**config.mk**
```make
export PLATFORM = sky130hd
export DESIGN_NAME = rc_frame_sync_decoder_unit
export DESIGN_NICKNAME = d
export VERILOG_FILES = /design/src/rtl/core/rcfsd_pkg.sv /design/src/rtl/core/rc_frame_sync_decoder_unit.sv
export SDC_FILE = /design/constraint.sdc
export NUM_CORES = 2
export LEC_CHECK = 0
export ABC_CLOCK_PERIOD_IN_PS = 7000
export BUFFER_PORTS_ARGS = -buffer_cell sky130_fd_sc_hd__clkbuf_2
export CORE_MARGIN = 1.5
export CORE_UTILIZATION = 35
export CTS_CLUSTER_DIAMETER = 50
export DETAILED_ROUTE_END_ITERATION = 16
export SYNTH_ARGS = -nofsm -noshare
export SYNTH_HDL_FRONTEND = slang
export SYNTH_SLANG_ARGS = --single-unit
```
**constraint.sdc**
```tcl
create_clock -name i_clk -period 7 [get_ports i_clk]
set_input_delay 1.05 -clock i_clk [delete_from_list [all_inputs] [get_ports i_clk]]
set_output_delay 1.05 -clock i_clk [all_outputs]
set_load 0.03 [all_outputs]
```
**src/rtl/core/rcfsd_pkg.sv**
```systemverilog
// ============================================================================
// rcfsd_pkg: shared types and constants of the radio-link frame decoder
// Holds the frame layout, the divide-by-fifty reciprocal and the stage records.
// ============================================================================
package rcfsd_pkg;

    localparam int BYTE_W    = 8;
    localparam int VALUE_W   = 24;
    localparam int TARGET_W  = 20;
    localparam int QUO_W     = 19;
    localparam int IDX_W     = 4;
    localparam int SYNC_W    = 2;
    localparam int STORE_W   = 72;

    localparam logic [BYTE_W-1:0]  SYNC_BYTE    = 8'hF0;
    localparam logic [SYNC_W-1:0]  SYNC_LOCKED  = 2'd3;
    localparam logic [IDX_W-1:0]   STORED_LEN   = 4'd9;
    localparam logic [IDX_W-1:0]   LAST_IDX     = 4'd11;
    localparam logic [VALUE_W-1:0] CENTER_RESET = 24'd1500;

    // Magnitude / 50 as (m * RECIP_K) >> RECIP_SHIFT, exact for all m below 2^24.
    localparam int                 RECIP_SHIFT = 30;
    localparam int                 RECIP_W     = 25;
    localparam logic [RECIP_W-1:0] RECIP_K     = 25'd21474837;
    localparam int                 PROD_W      = VALUE_W + RECIP_W;

    typedef logic [VALUE_W-1:0]         t_value;
    typedef logic [QUO_W-1:0]           t_quo;
    typedef logic signed [TARGET_W-1:0] t_target;

    // Raw frame values captured on the last payload byte.
    typedef struct packed {
        t_value speed;
        t_value x;
        t_value y;
    } t_s1;

    // Magnitudes and signs of the stick offsets.
    typedef struct packed {
        t_value speed;
        t_value mag_x;
        logic   neg_x;
        t_value mag_y;
        logic   neg_y;
    } t_s2;

    // Truncated quotients and their signs.
    typedef struct packed {
        t_value speed;
        t_quo   q_x;
        logic   neg_x;
        t_quo   q_y;
        logic   neg_y;
    } t_s3;

    // Result item, speed in the lowest bits.
    typedef struct packed {
        t_target pitch_target;
        t_target roll_target;
        t_value  motor_speed;
    } t_result;

endpackage

```
**src/rtl/core/rc_frame_sync_decoder_unit.sv**
```systemverilog
// ============================================================================
// rc_frame_sync_decoder_unit: radio-link control frame decoder
// Hunts for three 0xF0 sync bytes, gathers a twelve-byte payload and turns it
// into a motor speed and roll and pitch targets.
// ============================================================================
// A result is presented on m_tvalid once the last payload byte of its frame
// has passed the capture, offset, divide and sign stages. Throughput: one byte
// per cycle while s_tready is high, set by the byte parser, which
// updates its state at every accepted item. Reset (i_rst_n low at a rising
// edge) clears the parser and all stage valid flags and restores the stick
// centre to 1500; the payload store and stage data are not reset.
// ============================================================================
module rc_frame_sync_decoder_unit (
    input  logic        i_clk,
    input  logic        i_rst_n,
    // Configuration: stick_center
    input  logic        i_cfg_wr_en,
    input  logic [23:0] i_cfg_wr_data,
    // Byte stream in
    input  logic        s_tvalid,
    output logic        s_tready,
    input  logic [7:0]  s_tdata,   // [7:0] rx_byte
    // Result stream out
    output logic        m_tvalid,
    input  logic        m_tready,
    output logic [63:0] m_tdata    // [23:0] motor_speed, [43:24] roll_target,
                                   // [63:44] pitch_target
);

    // ------------------------------------------------------------------------
    // Registers
    // ------------------------------------------------------------------------
    rcfsd_pkg::t_value                     r_center;
    logic [rcfsd_pkg::SYNC_W-1:0]          r_sync_seen;
    logic [rcfsd_pkg::IDX_W-1:0]           r_payload_idx;
    logic [rcfsd_pkg::STORE_W-1:0]         r_store;

    logic                                  r_s1_valid;
    logic                                  r_s2_valid;
    logic                                  r_s3_valid;
    logic                                  r_out_valid;
    rcfsd_pkg::t_s1                        r_s1;
    rcfsd_pkg::t_s2                        r_s2;
    rcfsd_pkg::t_s3                        r_s3;
    rcfsd_pkg::t_result                    r_out;

    // ------------------------------------------------------------------------
    // Flow control. Each stage moves on when the one after it is empty or is
    // moving on itself, so a waiting result does not stop the byte stream
    // unless every stage is full.
    // ------------------------------------------------------------------------
    logic out_ready;
    logic s3_ready;
    logic s2_ready;
    logic s1_ready;
    logic in_accept;
    logic frame_done;

    assign out_ready = !r_out_valid || m_tready;
    assign s3_ready  = !r_s3_valid || out_ready;
    assign s2_ready  = !r_s2_valid || s3_ready;
    assign s1_ready  = !r_s1_valid || s2_ready;

    assign s_tready  = s1_ready;
    assign in_accept = s_tvalid && s1_ready;

    // The twelfth payload byte closes the frame.
    assign frame_done = in_accept && (r_sync_seen == rcfsd_pkg::SYNC_LOCKED)
                        && (r_payload_idx == rcfsd_pkg::LAST_IDX);

    // ------------------------------------------------------------------------
    // Byte parser. While hunting, sync_seen counts consecutive sync bytes; once
    // it reaches three, every byte is payload, sync bytes included, until the
    // twelfth one. Only the first nine bytes (speed, X, Y) are kept; the Z
    // bytes are counted and dropped.
    // ------------------------------------------------------------------------
    always_ff @(posedge i_clk) begin
        if (!i_rst_n) begin
            r_center      <= rcfsd_pkg::CENTER_RESET;
            r_sync_seen   <= '0;
            r_payload_idx <= '0;
        end else begin
            if (i_cfg_wr_en) begin
                r_center <= i_cfg_wr_data;
            end
            if (in_accept) begin
                if (r_sync_seen != rcfsd_pkg::SYNC_LOCKED) begin
                    if (s_tdata == rcfsd_pkg::SYNC_BYTE) begin
                        r_sync_seen <= r_sync_seen + 1'b1;
                    end else begin
                        r_sync_seen <= '0;
                    end
                    r_payload_idx <= '0;
                end else if (r_payload_idx == rcfsd_pkg::LAST_IDX) begin
                    r_sync_seen   <= '0;
                    r_payload_idx <= '0;
                end else begin
                    r_payload_idx <= r_payload_idx + 1'b1;
                end
            end
        end
    end

    // Payload bytes shift in at the bottom, so after nine bytes the speed sits
    // in the top 24 bits and Y in the bottom 24 bits.
    always_ff @(posedge i_clk) begin
        if (in_accept && (r_sync_seen == rcfsd_pkg::SYNC_LOCKED)
                && (r_payload_idx < rcfsd_pkg::STORED_LEN)) begin
            r_store <= {r_store[rcfsd_pkg::STORE_W-rcfsd_pkg::BYTE_W-1:0], s_tdata};
        end
    end

    // ------------------------------------------------------------------------
    // Offset stage: both X - centre and centre - X are formed side by side and
    // the borrow picks the non-negative one as the magnitude.
    // ------------------------------------------------------------------------
    logic [rcfsd_pkg::VALUE_W:0]   fwd_x;
    logic [rcfsd_pkg::VALUE_W:0]   fwd_y;
    rcfsd_pkg::t_value             rev_x;
    rcfsd_pkg::t_value             rev_y;
    rcfsd_pkg::t_s2                n_s2;

    always_comb begin
        fwd_x = {1'b0, r_s1.x} - {1'b0, r_center};
        fwd_y = {1'b0, r_s1.y} - {1'b0, r_center};
        rev_x = r_center - r_s1.x;
        rev_y = r_center - r_s1.y;
        n_s2.speed = r_s1.speed;
        n_s2.neg_x = fwd_x[rcfsd_pkg::VALUE_W];
        n_s2.neg_y = fwd_y[rcfsd_pkg::VALUE_W];
        n_s2.mag_x = fwd_x[rcfsd_pkg::VALUE_W] ? rev_x : fwd_x[rcfsd_pkg::VALUE_W-1:0];
        n_s2.mag_y = fwd_y[rcfsd_pkg::VALUE_W] ? rev_y : fwd_y[rcfsd_pkg::VALUE_W-1:0];
    end

    // ------------------------------------------------------------------------
    // Divide stage: magnitude / 50 by a reciprocal multiply, which is exact
    // for every 24-bit magnitude, so the quotient truncates toward zero once
    // the sign is put back.
    // ------------------------------------------------------------------------
    logic [rcfsd_pkg::PROD_W-1:0]  prod_x;
    logic [rcfsd_pkg::PROD_W-1:0]  prod_y;
    rcfsd_pkg::t_s3                n_s3;

    always_comb begin
        prod_x = rcfsd_pkg::PROD_W'(r_s2.mag_x) * rcfsd_pkg::PROD_W'(rcfsd_pkg::RECIP_K);
        prod_y = rcfsd_pkg::PROD_W'(r_s2.mag_y) * rcfsd_pkg::PROD_W'(rcfsd_pkg::RECIP_K);
        n_s3.speed = r_s2.speed;
        n_s3.q_x   = prod_x[rcfsd_pkg::RECIP_SHIFT +: rcfsd_pkg::QUO_W];
        n_s3.q_y   = prod_y[rcfsd_pkg::RECIP_SHIFT +: rcfsd_pkg::QUO_W];
        n_s3.neg_x = r_s2.neg_x;
        n_s3.neg_y = r_s2.neg_y;
    end

    // ------------------------------------------------------------------------
    // Sign stage: roll keeps the sign of the X offset, pitch takes the
    // opposite sign of the Y offset because its divisor is minus fifty.
    // ------------------------------------------------------------------------
    rcfsd_pkg::t_target  ext_x;
    rcfsd_pkg::t_target  ext_y;
    rcfsd_pkg::t_result  n_out;

    always_comb begin
        ext_x = rcfsd_pkg::t_target'({1'b0, r_s3.q_x});
        ext_y = rcfsd_pkg::t_target'({1'b0, r_s3.q_y});
        n_out.motor_speed  = r_s3.speed;
        n_out.roll_target  = r_s3.neg_x ? -ext_x : ext_x;
        n_out.pitch_target = r_s3.neg_y ? ext_y : -ext_y;
    end

    // ------------------------------------------------------------------------
    // Stage valid flags and data
    // ------------------------------------------------------------------------
    always_ff @(posedge i_clk) begin
        if (!i_rst_n) begin
            r_s1_valid  <= 1'b0;
            r_s2_valid  <= 1'b0;
            r_s3_valid  <= 1'b0;
            r_out_valid <= 1'b0;
        end else begin
            if (s1_ready) begin
                r_s1_valid <= frame_done;
            end
            if (s2_ready) begin
                r_s2_valid <= r_s1_valid;
            end
            if (s3_ready) begin
                r_s3_valid <= r_s2_valid;
            end
            if (out_ready) begin
                r_out_valid <= r_s3_valid;
            end
        end
    end

    always_ff @(posedge i_clk) begin
        if (frame_done) begin
            r_s1.speed <= r_store[2*rcfsd_pkg::VALUE_W +: rcfsd_pkg::VALUE_W];
            r_s1.x     <= r_store[rcfsd_pkg::VALUE_W +: rcfsd_pkg::VALUE_W];
            r_s1.y     <= r_store[0 +: rcfsd_pkg::VALUE_W];
        end
        if (s2_ready && r_s1_valid) begin
            r_s2 <= n_s2;
        end
        if (s3_ready && r_s2_valid) begin
            r_s3 <= n_s3;
        end
        if (out_ready && r_s3_valid) begin
            r_out <= n_out;
        end
    end

    assign m_tvalid = r_out_valid;
    assign m_tdata  = r_out;

`ifndef NO_ASSERTIONS
    // Outside a payload the byte counter rests at zero.
    a_idx_idle: assert property (@(posedge i_clk) disable iff (!i_rst_n)
        (r_sync_seen != rcfsd_pkg::SYNC_LOCKED) |-> (r_payload_idx == '0))
        else $error("payload index moved while hunting for sync");

    // The byte counter never runs past the last payload byte.
    a_idx_range: assert property (@(posedge i_clk) disable iff (!i_rst_n)
        r_payload_idx <= rcfsd_pkg::LAST_IDX)
        else $error("payload index beyond frame length");

    // A closed frame always reaches the capture stage and the parser rehunts.
    a_frame_capture: assert property (@(posedge i_clk) disable iff (!i_rst_n)
        frame_done |=> (r_s1_valid && (r_sync_seen == '0) && (r_payload_idx == '0)))
        else $error("closed frame was not captured");

    // Targets stay within what a 24-bit offset divided by fifty can give.
    a_target_range: assert property (@(posedge i_clk) disable iff (!i_rst_n)
        r_out_valid |-> ((r_out.roll_target >= -20'sd335545)
                         && (r_out.roll_target <= 20'sd335545)
                         && (r_out.pitch_target >= -20'sd335545)
                         && (r_out.pitch_target <= 20'sd335545)))
        else $error("target out of range");
`endif

endmodule

```
* Yosys cells after proc, flatten, opt, wreduce, memory -nomap -nowiden *
Cells that the tools add are included.

word-level totals
  word-level logic and storage cells = 67
  input bits = 37
  output and inout bits = 66
  register bits = 380

cells by class
  multiply operators = 2
  $lt $le $gt $ge = 1
  multiplexer cells = 9
  equal/unequal tests = 4
  add/sub/neg operators = 8
  reduce and logical (&&, ||, !) cells = 17

operators with widths
  operator                  count
  $mul A24 B25 Y49 const B  2
  $sub A24 B24 Y25          2
  $mux W24                  2
  $sub A24 B24 Y24          2
  $neg A19 Y20              2
  $mux W19                  2
  $eq A8 B8 Y1 const B      1
  $mux W4                   2
  $logic_and A1 B1 Y1       7
  $mux W2                   3
  $add A4 B1 Y4 const B     1
  $eq A4 B4 Y1 const B      1
  $logic_not A1 Y1          4
  $logic_or A1 B1 Y1        4
  $lt A4 B4 Y1 const B      1
  $add A2 B1 Y2 const B     1
  $eq A2 B2 Y1 const B      1
  $ne A2 B2 Y1 const B      1
  $reduce_and A2 Y1         1
  $reduce_bool A2 Y1        1

* Longest topological paths before layout *
  depth in word-level cells = 8
  mapped depth = 25
  mapped depth without buffers = 25

* Worst setup path before layout *
OpenSTA, ideal clock, no wires.

  path kind = input to register
  from = in m_tready
  to = reg r_s3 (netlist bit ext_x[0]) (enable)
  arrival = 5.793 ns
  buffers on the path = 0
  path slack = 0.623 ns
  setup time = 0.584 ns
  stages = 2
  required time = 6.416 ns
  path through = nor2b_1 > a21boi_0

between the ends
  cells in the longest elaborated chain, start to end = 3

ends and longest elaborated chain
  element               RTL line                           text
  start, declared       rc_frame_sync_decoder_unit.sv:25   input logic m_tready,
  $logic_or A1 B1 Y1    rc_frame_sync_decoder_unit.sv:59   assign out_ready = !r_out_valid || m_tready;
  $logic_or A1 B1 Y1    rc_frame_sync_decoder_unit.sv:60   assign s3_ready = !r_s3_valid || out_ready;
  $logic_and A1 B1 Y1   rc_frame_sync_decoder_unit.sv:204  if (s3_ready && r_s2_valid) begin
  end signal, assigned  rc_frame_sync_decoder_unit.sv:205  r_s3 <= n_s3;
  end, declared         rc_frame_sync_decoder_unit.sv:44   rcfsd_pkg::t_s3 r_s3;

Every way passes these cells.
A chain may end at the register's enable or synchronous reset.

==> run_results.csv <==
group,metric,value,unit
layout,final_area,0.0403,mm2
timing,fmax,0.150,GHz
routing,drt_iter0_markers,1314,
power,p_comb_frac,0.058,
timing,worst_pin_slew,1.01,ns
logic_synthesis,yosysMostFrequentCell,"inv_1",
critical_path,crit_fanout,6,
logic_synthesis,synthCells,3173,
timing,period_share,0.951,
timing,drv_slew,0,
logic_synthesis,synth_flop_cell,"edfxtp_1",
die,rows,117,
logic_synthesis,yosysTopAreaCell,"edfxtp_1",
timing,period_needed,6.66,ns
routing,ant_nets,0,
global_route,grt_pass1_vias,23506,
logic_synthesis,async_flop_share,0,
power,vdd_ir_drop_max,0.186,mV
min_path,hp-class,"reg2reg",
clock_tree,cts_max_level,2,
global_route,grt_antenna_before_repair,0,
timing,whs,0.415,ns
clock_tree,path_clk_slew,0.06,ns
critical_path,startpoint_type,"flip-flop",
global_route,grt_overflow,0,
critical_path,cp-end-kind,"flip-flop",
die,chipWidth,324,um
power,switching_power,0.00125,W
logic_synthesis,ys_top_cells_by_count,"inv_1, ha_1, fa_1",
power,power_density,134,mW/mm2
power,p_clk_frac,0.483,
logic_synthesis,synth.cell_area,0.0362,mm2
layout,drive_above_1_share,0.0756,
clock_tree,cts_tree,"built",
min_path,holdPathStages,0,
clock_tree,clockRootBuffer,"clkbuf_16",
routing,wl,84600,um
logic_synthesis,ys_ff_latch,380,
critical_path,rr_worst_depth,20,
power,p_int,0.00416,W
clock_tree,cts_sinks,380,
placed_design,gp_congestion,0.919,
timing,finalHoldViolations,0,
routing,drc,0,
timing,finalSetupViolCount,0,
global_route,grt_usage,0.160,
logic_synthesis,syn_area_per_cell,11.4,um2
die,fp.dieH,324,um
routing,num_vias,22722,
power,cellLeakagePower,18.9,nW
job,max-cap-violations,0,
global_route,grt_pass1_wl,132000,um
die,initial_core_util,0.354,
logic_synthesis,synth_warnings,0,
routing,drt-pass1-iter-count,5,
clock_tree,holdBufCountCts,0,
timing,rsz0062_at_grt,"false",
layout,diodes,0,
logic_synthesis,syn_nets,4215,
placed_design,portBuffers,102,
logic_synthesis,yosysSeqAreaShare,0.306,
global_route,grt_max_degree,73,
clock_tree,clockBufferDepth,3,
critical_path,critical_path_class,"reg2reg",
logic_synthesis,synthTopCellsByArea,"edfxtp_1, fa_1, ha_1, inv_1, dfxtp_1",
outcome,status,"finished clean",
die,io-pin-count,103,
timing,tns,0,ns
logic_synthesis,synth-edff-count,346,
logic_synthesis,yosysUniqueCellTypes,82,
timing,max_slew_margin,0.323,
layout,syn2layout_area_growth,11.4,%
logic_synthesis,synth_top_area_share,0.287,
placed_design,dp_hpwl,71800,um
clock_tree,cts-buffers-inserted,51,
critical_path,arrival,7.03,ns
power,p_sw_frac,0.231,
clock_tree,insertion_delay,0.64,ns
timing,skew,0.0344,ns
routing,post_drt_wl_per_cell,17.9,um
critical_path,required,7.37,ns
routing,viasPerCell,4.80,
die,die_area,0.105,mm2
power,power_frac_seq,0.459,
layout,nNetsFinal,4360,
die,coreArea,0.102,mm2
placed_design,dpl_cell_area,0.0385,mm2
worst paths after layout:
path	slack [ns]	to	startpoint
worst min register to register	0.42	m_tdata[18]	n_out[18]
worst max register to register	0.34	ext_y[17]	r_s2[4]
worst max-delay path	0.34	ext_y[17]	r_s2[4]
worst min-delay path	0.42	m_tdata[18]	n_out[18]
power groups by stage:
stage / Sequential (W) / Clock, W / Combinational [W]
2_1_floorplan: 0.00252 / 0 / 0.000223
3_5_place_dp: 0.00253 / 0 / 0.000309
6_report: 0.00248 / 0.00261 / 0.000312
3_3_place_gp: 0.00253 / 0 / 0.000309
4_1_cts: 0.00248 / 0.00270 / 0.000310
5_1_grt: 0.00248 / 0.00279 / 0.000342
flip-flops by register name (all words and copies together), names as in the netlist, 2 cells and up:
signal	count
ext_x	19
r_s2	48
m_tdata	64
r_store	72
r_sync_seen	2
n_s3	26
r_center	24
n_out	24
ext_y	19
r_s1	48
r_payload_idx	4
n_s2	24
r_s3	2
cell usage in the layout, fill, tap and decap left out, types with 5 or more instances in the layout:
cell type / count
inv_1: 692
ha_1: 600
fa_1: 405
edfxtp_1: 346
a21oi_1: 131
nand2_1: 105
clkbuf_2: 102
a21o_1: 87
nor2_1: 81
o21ai_0: 77
xnor2_1: 70
xor2_1: 53
clkbuf_16: 51
nor2b_1: 39
buf_4: 37
dfxtp_1: 34
nand3_1: 32
mux2i_1: 31
a31oi_1: 28
nor3_1: 26
nand4_1: 25
o21a_1: 20
and3_1: 18
nand2b_1: 18
o211ai_1: 17
and2_1: 15
o21bai_1: 14
clkbuf_1: 13
a211oi_1: 12
o31ai_1: 12
or2_2: 10
a221oi_1: 9
o21ai_1: 7
or3_1: 7
o22ai_1: 6
nor4_1: 6
a221o_1: 5
inv_6: 5
cell families (layout without fill, tap and decap cells):
family | after synthesis | after routing | share of synthesized area
adders and majority gates | 1005 | 1005 | 0.432
AOI/OAI and AO/OA | 490 | 490 | 0.0902
DFF | 380 | 380 | 0.306
buffers and inverters | 740 | 928 | 0.0775
and+or+nand+nor | 403 | 403 | 0.0558
xor gates and xnor gates | 123 | 123 | 0.0298
muxes | 32 | 32 | 0.00889
critical path, cell delays in order, from the launching register on:
cell	delay (ns)
edfxtp_1	0.51
fa_1	0.59
fa_1	0.50
inv_1	0.06
fa_1	0.53
inv_1	0.05
fa_1	0.48
fa_1	0.57
fa_1	0.43
fa_1	0.44
ha_1	0.36
a211oi_1	0.35
a21oi_1	0.15
a211oi_1	0.29
o311ai_2	0.19
nand2_1	0.14
a2111oi_2	0.08
buf_4	0.17
o311a_1	0.34
nor2_1	0.12
xnor2_1	0.07
per-stage QoR:
| stage | utilization | total power, W | setup slack (ns) | instances |
|---|---|---|---|---|
| after detailed placement | 0.377 | 0.00283 | 0.307 | 4630 |
| after floorplan | - | 0.00274 | 0.623 | 3173 |
| after global routing | 0.394 | 0.00561 | 0.0170 | 4729 |
| final | 0.394 | 0.00540 | 0.341 | 4729 |
| after global placement | 0.377 | 0.00283 | 0.439 | 4630 |
| after CTS | 0.394 | 0.00549 | 0.303 | 4726 |
layer usage:
layer	vias to the layer above	GRT usage	part of all wire
li1	10967	-	-
met3	113	0.0258	0.048
met4	0	0.0446	0.024
met1	11174	0.218	0.46
met5	-	0	0
met2	468	0.262	0.47
cell type report:
| class | count | area [um2] |
|---|---|---|
| fill | 9971 | 61900 |
| multi-input combinational | 2053 | 22400 |
| sequential | 380 | 11100 |
| inverter | 693 | 2600 |
| tap | 1368 | 1710 |
| clock buffer | 68 | 1380 |
| timing repair buffer | 139 | 788 |
| clock inverter | 28 | 378 |
repair_timing:
action | in CTS | in global routing
setup buffers | 0 | 3
endpoints found under the hold margin | 0 | 0
resized for setup | 0 | 3
setup endpoints to repair | 0 | 3
(Power assumes the default switching activity.)
